==> src/rtl/core/bayer_bggr_bilinear_demosaic_macros.svh <==
// assertion macros for the bayer demosaic core
// expects clk and rst in the scope where a macro is used
`ifndef BAYER_BGGR_BILINEAR_DEMOSAIC_MACROS_SVH
`define BAYER_BGGR_BILINEAR_DEMOSAIC_MACROS_SVH

// same-cycle implication, disabled in reset
`define BBD_ASSERT_IMPL(label, ante, cons, msg) \
  label: assert property (@(posedge clk) disable iff (rst) (ante) |-> (cons)) \
    else $error(msg);

// next-cycle implication, disabled in reset
`define BBD_ASSERT_NEXT(label, ante, cons, msg) \
  label: assert property (@(posedge clk) disable iff (rst) (ante) |=> (cons)) \
    else $error(msg);

`endif

==> src/rtl/core/bbd_pkg.sv <==
// shared types and constants for the bayer demosaic core
// no dependencies
package bbd_pkg;

  localparam int PIX_W      = 8;
  localparam int ROW_W      = 10;
  localparam int SIZE_W     = 11;
  localparam int OUT_COL_W  = 10;
  localparam int MIN_SIZE   = 3;
  localparam int HEIGHT_CAP = 1024;

  localparam logic [SIZE_W-1:0] WIDTH_RESET  = 11'd316;
  localparam logic [SIZE_W-1:0] HEIGHT_RESET = 11'd208;

  // configuration register indexes
  localparam logic REG_FRAME_WIDTH  = 1'b0;
  localparam logic REG_FRAME_HEIGHT = 1'b1;

  // 3x3 neighbourhood, [row][column], row 0 is the oldest line
  typedef logic [2:0][2:0][PIX_W-1:0] win_t;

  typedef struct packed {
    logic odd_row;
    logic odd_col;
  } phase_t;

  typedef struct packed {
    logic [PIX_W-1:0] blue;
    logic [PIX_W-1:0] green;
    logic [PIX_W-1:0] red;
  } rgb_t;

endpackage

==> src/rtl/core/bbd_interp.sv <==
// bilinear colour reconstruction for one 3x3 window centre
// depends on bbd_pkg
module bbd_interp import bbd_pkg::*; (
  input  win_t   window,
  input  phase_t phase,
  output rgb_t   color
);

  logic [PIX_W+1:0] cross_sum;
  logic [PIX_W+1:0] diag_sum;
  logic [PIX_W:0]   horiz_sum;
  logic [PIX_W:0]   vert_sum;
  logic [PIX_W-1:0] centre, cross_avg, diag, horiz, vert;

  always_comb begin
    centre    = window[1][1];
    cross_sum = (PIX_W+2)'(window[1][0]) + (PIX_W+2)'(window[1][2])
              + (PIX_W+2)'(window[0][1]) + (PIX_W+2)'(window[2][1]);
    diag_sum  = (PIX_W+2)'(window[0][0]) + (PIX_W+2)'(window[0][2])
              + (PIX_W+2)'(window[2][0]) + (PIX_W+2)'(window[2][2]);
    horiz_sum = (PIX_W+1)'(window[1][0]) + (PIX_W+1)'(window[1][2]);
    vert_sum  = (PIX_W+1)'(window[0][1]) + (PIX_W+1)'(window[2][1]);
    cross_avg = cross_sum[PIX_W+1:2];
    diag      = diag_sum[PIX_W+1:2];
    horiz     = horiz_sum[PIX_W:1];
    vert      = vert_sum[PIX_W:1];

    if (phase.odd_row) begin
      if (phase.odd_col) begin
        // red site
        color = '{blue: diag, green: cross_avg, red: centre};
      end else begin
        // green site on a red row
        color = '{blue: vert, green: centre, red: horiz};
      end
    end else begin
      if (phase.odd_col) begin
        // green site on a blue row
        color = '{blue: horiz, green: centre, red: vert};
      end else begin
        // blue site
        color = '{blue: centre, green: cross_avg, red: diag};
      end
    end
  end

endmodule

==> config.mk <==
export PLATFORM = sky130hd
export DESIGN_NAME = bbd_interp
export DESIGN_NICKNAME = d
export VERILOG_FILES = /design/src/rtl/core/bayer_bggr_bilinear_demosaic_macros.svh /design/src/rtl/core/bbd_pkg.sv /design/src/rtl/core/bbd_interp.sv
export SDC_FILE = /design/constraint.sdc
export NUM_CORES = 1
export LEC_CHECK = 0
export BUFFER_PORTS_ARGS = -buffer_cell sky130_fd_sc_hd__buf_2
export CORE_MARGIN = 3
export CORE_UTILIZATION = 30
export DETAILED_ROUTE_END_ITERATION = 12
export RECOVER_POWER = 100
export SLEW_MARGIN = 10
export SYNTH_ARGS = -nofsm -noshare
export SYNTH_HDL_FRONTEND = slang
export SYNTH_SLANG_ARGS = --single-unit
==> constraint.sdc <==
create_clock -name vclk -period 4
set_input_delay 0.6 -clock vclk [all_inputs]
set_output_delay 0.6 -clock vclk [all_outputs]
set_load 0.005 [all_outputs]
Word-level counts from Yosys, hierarchy flattened
Cells that the tools add are included.
- word-level logic and storage cells: 11
- output and inout bits: 24
- flip-flop bits (word level): 0
- bits of input ports: 74
- multiplexer cells: 3
- $add $sub $neg: 8
- operators with widths (kind ; count):
    two-way mux 24 bit ; 3
    adder 8 x 8 -> 9 bit ; 4
    adder 10 x 8 -> 10 bit ; 2
    adder 9 x 8 -> 10 bit ; 2

Longest topological paths before layout
Gate-level depths: netlist (run 1).
- depth after elaboration: 5
- mapped depth: 13
- mapped depth without buffers: 13

Least setup slack after synthesis (run 1)
OpenSTA, ideal clock, no wires.
- path type: input -> output
- from: input window[1] (netlist bit)
- to: output color[21] (netlist bit)
- arrival time: 3173 ps
- slack: 227 ps
- data required time: 3400 ps
- buffers on the path: 0
- stages on the path: 12
- path through: inv_1 fa_1 inv_1 fa_1 nand3b_1 fa_1 nor2b_1 o21a_1 o211ai_2 nand3b_1 xor2_1 mux4_2
- RTL lines (what ; line ; text):
    start, declared ; bbd_interp.sv:4 ; input win_t window,
    end, declared ; bbd_interp.sv:6 ; output rgb_t color

==> results of run 1 <==
[cell type report]
cell class / instances / share of cell area [%]
timing repair buffer: 111 / 17.9
tap: 105 / 3.87
inverter: 97 / 10.8
multi-input combinational: 222 / 67.4
[worst min-delay path: cells and delay by family]
family | cells | cell delay [ps]
AOI/OAI and AO/OA | 1 | 60
buffers and inverters | 2 | 230
and+or+nand+nor | 1 | 50
[power by group]
group / switching [mW] / leakage [nW] / internal (mW)
Clock: 0 / 0 / 0
Combinational: 0.452 / 1.83 / 0.481
Sequential: 0 / 0 / 0
[cells by family (layout without fill, tap and decap cells)]
family,Yosys count,in the layout,share of synthesized area [%]
AO/OA/AOI/OAI,54,54,14.0
adder cells (fa/ha/maj),62,62,39.6
AND/OR/NAND/NOR,71,71,13.8
multiplexers,13,13,10.4
buffers and inverters,103,208,14.9
XOR/XNOR,22,22,7.39
[Yosys cell counts, drive strengths merged, types with 2 or more instances]
cell type,n
xnor2,14
nor2b,5
o21a,5
mux2,2
nand3,4
clkbuf,4
nor2,12
a21o,2
buf,2
mux4,11
or3,3
nand2,22
a21oi,13
o211ai,6
or2,4
nand2b,2
nor3,8
ha,28
fa,34
o21ai,14
inv,97
a31oi,5
xor2,8
nand3b,5
[per-stage QoR]
stage	power (mW)	worst slack [ps]	std cells	utilization, %	instance area, um2
3_5_place_dp	0.876	-169	531	39.2	3270
2_1_floorplan	0.595	227	325	-	2610
6_report	0.933	-86.2	535	40.7	3390
5_1_grt	1.05	-246	535	40.7	3390
3_3_place_gp	0.863	-111	531	39.2	3270
4_1_cts	0.915	-118	534	39.8	3320
[layer usage]
layer  part of all wire, %  up-vias
li1                      -     1255
met1                    46     1165
met2                    48       71
met3                   5.6        4
met4                  0.84        0
met5                     0        -
[timing repair]
action | in CTS | in global routing
setup endpoints to repair | 8 | 15
endpoints found under the hold margin | 0 | 0
gates resized for setup | 7 | 25
pin swaps | 5 | 23
setup buffers | 3 | 1
[path summary, 6_finish.rpt]
kind	from	to	slack (ps)
max	window[3]	color[21]	-90
min	window[35]	color[11]	1530
==> flow_summary.ini, run 1 <==
[status]
status = complete, but fails checks
violations = negative setup slack

[drt]
dr.pass1.iters = 5
drt-total-wl_mm = 6.76
drc = 0
num_vias = 2495
drtIter0Drc = 74
wl_per_cell_um = 12.6
ant_nets = 0
avgViaCountPerCell = 4.66

[global_route]
grt_max_degree = 24
grt_antenna_before_repair = 0
grt_pass1_vias = 2490
grtUsageTotal_pct = 13.2
busiest_layer = met2
use_met1_pct = 19.0
grt_pass1_wl_mm = 10.9
met2_usage_pct = 22.9
grt.met3_usage_pct = 0.771
grt-ovfl-total = 0

[critical_path]
end_kind = output pin
crit_required_ps = 3400
slowest_delay_ps = 490
crit_fanout = 3
cp_num_buf_inv = 4
arrival_ps = 3490
crit_family = adder cells
crit_type = in -> out
crit_slowest_cell = fa_1
path_depth = 13
cp_cell_sequence = buf_2 > inv_1 > fa_1 > fa_1 > inv_1 > ha_1 > nor2b_1 > o21a_1 > o211ai_2 > nand3b_1 > xor2_2 > mux4_2 > buf_2
setup.worst_path.start_class = primary input

[finish]
layout_commonest_cell = buf_2
final_layout_size_suffix_gt1_share_pct = 35.1
seq_cells = 0
n_clock_buffer = 0
syn_to_final_growth_pct = 30.1
mostFrequentLayoutCells = 90 x buf_2, 89 x inv_1, 30 x fa_1
fill_cells = 861
fin_nets = 568
seqCellArea_um2 = 0
antenna_cells = 0
multi_input_area_mm2 = 0.00229

[yosys]
synth_area_per_cell_um2 = 8.02
synth_fp_nets = 461
synth_cell_type_count = 43
yosysSeqAreaShare_pct = 0
synth_top_area_share_pct = 26.1
synth_cells = 325
synthTopCellsByArea = fa_1 26%, inv_1 14%, ha_1 13%
netlist_area_mm2 = 0.00261
synth_warnings = 0
synth_top_area_cell = fa_1

[sta]
setup_viol = 2
setup_slack_ps = -86.2
rsz0062_at_grt = yes
hold_viol_final = 0
max_freq_mhz = 245
tns_ps = -151
period_share_pct = 102
report.final.slew_viol_count = 0
hold_slack_ps = 1530
tightest_slew_ps = 489
period_minus_slack_ps = 4090
maxSlewHeadroom_pct = 67.4

[floorplan]
start_util_pct = 31.2
pin_count = 98
fp.coreArea_mm2 = 0.00834
num_rows = 33
die_x_um = 99.2
die_h_um = 99.2
fp.dieArea_mm2 = 0.00984

[power]
p_leak_nw = 1.83
ir_drop_mv = 0.0937
power_density_mw_per_mm2 = 275

[run]
max-cap-violations = 0

[hold_path]
whs_path_depth = 4
hold_path.class = in -> out

[placement]
io_buffers = 98
place.gp.congestion = 0.799
dpl.hpwl_mm = 6.14

[clock_network]
postCtsHoldBufs = 0
Note: power is estimated with default switching activity, not from simulation.
==> run 2, diff against run 1 <==
--- a/config.mk
+++ b/config.mk
@@ -6,9 +6,12 @@
 export NUM_CORES = 1
 export LEC_CHECK = 0
 export BUFFER_PORTS_ARGS = -buffer_cell sky130_fd_sc_hd__buf_2
+export CELL_PAD_IN_SITES_DETAIL_PLACEMENT = 1
+export CELL_PAD_IN_SITES_GLOBAL_PLACEMENT = 1
 export CORE_MARGIN = 3
 export CORE_UTILIZATION = 30
 export DETAILED_ROUTE_END_ITERATION = 12
+export PLACE_DENSITY_LB_ADDON = 0.1
 export RECOVER_POWER = 100
 export SLEW_MARGIN = 10
 export SYNTH_ARGS = -nofsm -noshare
==> constraint.sdc (replaced) <==
create_clock -name vclk -period 4
set_input_delay 0.6 -clock vclk [all_inputs]
set_output_delay 0.6 -clock vclk [all_outputs]
set_load 0.01 [all_outputs]
==> flow_summary.ini, run 2 (synthesized netlist as in run 1, its figures left out) <==
[placement]
dpl_cell_area_mm2 = 0.00329
io_buffers = 98
place_inst = 534
pre_cts_ws_ps = -169
place.gp.congestion = 0.818
dpl.hpwl_mm = 6.64

[finish]
final_cell_area_mm2 = 0.00350
layout_commonest_cell = inv_1
fin_nets = 572
n_clock_buffer = 0
antenna_cells = 0
final_cells = 539
mostFrequentLayoutCells = 86 x inv_1, 76 x buf_2, 31 x fa_1
syn_to_final_growth_pct = 34.3
seqCellArea_um2 = 0
final_layout_size_suffix_gt1_share_pct = 36.4
seq_cells = 0
post-route-util_pct = 42.0

[floorplan]
fp.dieArea_mm2 = 0.00984
fp.coreArea_mm2 = 0.00834
die_x_um = 99.2
pin_count = 98
start_util_pct = 31.2
num_rows = 33
die_h_um = 99.2

[status]
status = complete, but fails checks
violations = negative setup slack

[global_route]
grt-ovfl-total = 0
grt_pass1_wl_mm = 11.9
grt_max_degree = 24
grt_antenna_before_repair = 0
grt_pass1_vias = 2608
grtUsageTotal_pct = 14.4

[drt]
drc = 0
wl_per_cell_um = 13.6
drtIter0Drc = 43
drt-total-wl_mm = 7.32
ant_nets = 0
avgViaCountPerCell = 4.69
dr.pass1.iters = 4
num_vias = 2528

[power]
power_density_mw_per_mm2 = 296
switching_share_pct = 49.1
p_int_mw = 0.528
pwr-share-seq_pct = 0
comb_power_share_pct = 100.0
ir_drop_mv = 0.121
clockPowerShare_pct = 0
p_switching_mw = 0.508
p_leak_nw = 1.86

[critical_path]
crit_required_ps = 3400
crit_family = adder cells
crit_fanout = 2
slowest_delay_ps = 530
setup.worst_path.start_class = primary input
cp_num_buf_inv = 4
crit_type = in -> out
path_depth = 14
arrival_ps = 3460
end_kind = output pin
cp_cell_sequence = buf_6 > inv_4 > fa_1 > inv_1 > fa_1 > nand3b_1 > fa_2 > nor2b_1 > o21a_1 > o211ai_2 > nand3b_1 > xor2_1 > mux4_2 > buf_6
crit_slowest_cell = fa_1

[hold_path]
whs_path_depth = 4
hold_path.class = in -> out

[sta]
period_share_pct = 102
setup_slack_ps = -61.2
period_minus_slack_ps = 4060
report.final.slew_viol_count = 0
hold_viol_final = 0
tightest_slew_ps = 426
max_freq_mhz = 246
rsz0062_at_grt = yes
hold_slack_ps = 1560
maxSlewHeadroom_pct = 71.6
setup_viol = 2

[run]
max-cap-violations = 0

[clock_network]
postCtsHoldBufs = 0
## run 2: cell types whose count changed in the layout (fill, tap and decap cells not counted), moves of 2 or more
cell | before | now
clkbuf_2 | 0 | 2
buf_2 | 90 | 76
buf_4 | 14 | 19
buf_6 | 2 | 9
o21ai_1 | 2 | 4
a31oi_2 | 2 | 0
o21ai_0 | 12 | 10
clkbuf_1 | 4 | 8
inv_2 | 7 | 9
inv_1 | 89 | 86
## run 2: path summary, 6_finish.rpt
check | from | end | slack (ps)
min | window[36] | color[12] | 1560
max | window[1] | color[5] | -60
## run 2: cell type report
cell class | instances | area (um2)
Tap cell | 105 | 131
Timing Repair Buffer | 115 | 679
Multi-Input combinational cell | 222 | 2320
Fill cell | 1060 | 4840
Inverter | 97 | 369
## run 2: per-layer routing
metal	vias to the layer above	wire length (um)	track usage (%)
li1	1263	-	-
met1	1208	3270	20.3
met2	57	3730	26.2
met3	0	320	0.701
met4	0	0	0
met5	-	0	0
## run 2: power groups by stage
stage          combinational, mW  clock [mW]  sequential [mW]
6_report                    1.04           0                0
5_1_grt                     1.17           0                0
4_1_cts                    0.972           0                0
3_5_place_dp               0.922           0                0
3_3_place_gp               0.903           0                0
2_1_floorplan              0.630           0                0
## run 2: what timing repair did
action / 4_1_cts / 5_1_grt
endpoints found under the setup margin: 10 / 16
endpoints found under the hold margin: 0 / 0
pin swaps: 7 / 33
buffers inserted: 3 / 3
resized for setup: 11 / 41
## run 2: per-stage QoR
stage | TNS [ps] | power [mW]
finish | -116 | 1.04
global placement | -294 | 0.903
global route | -780 | 1.17
detailed placement | -567 | 0.922
CTS | -153 | 0.972
floorplan | 0 | 0.630
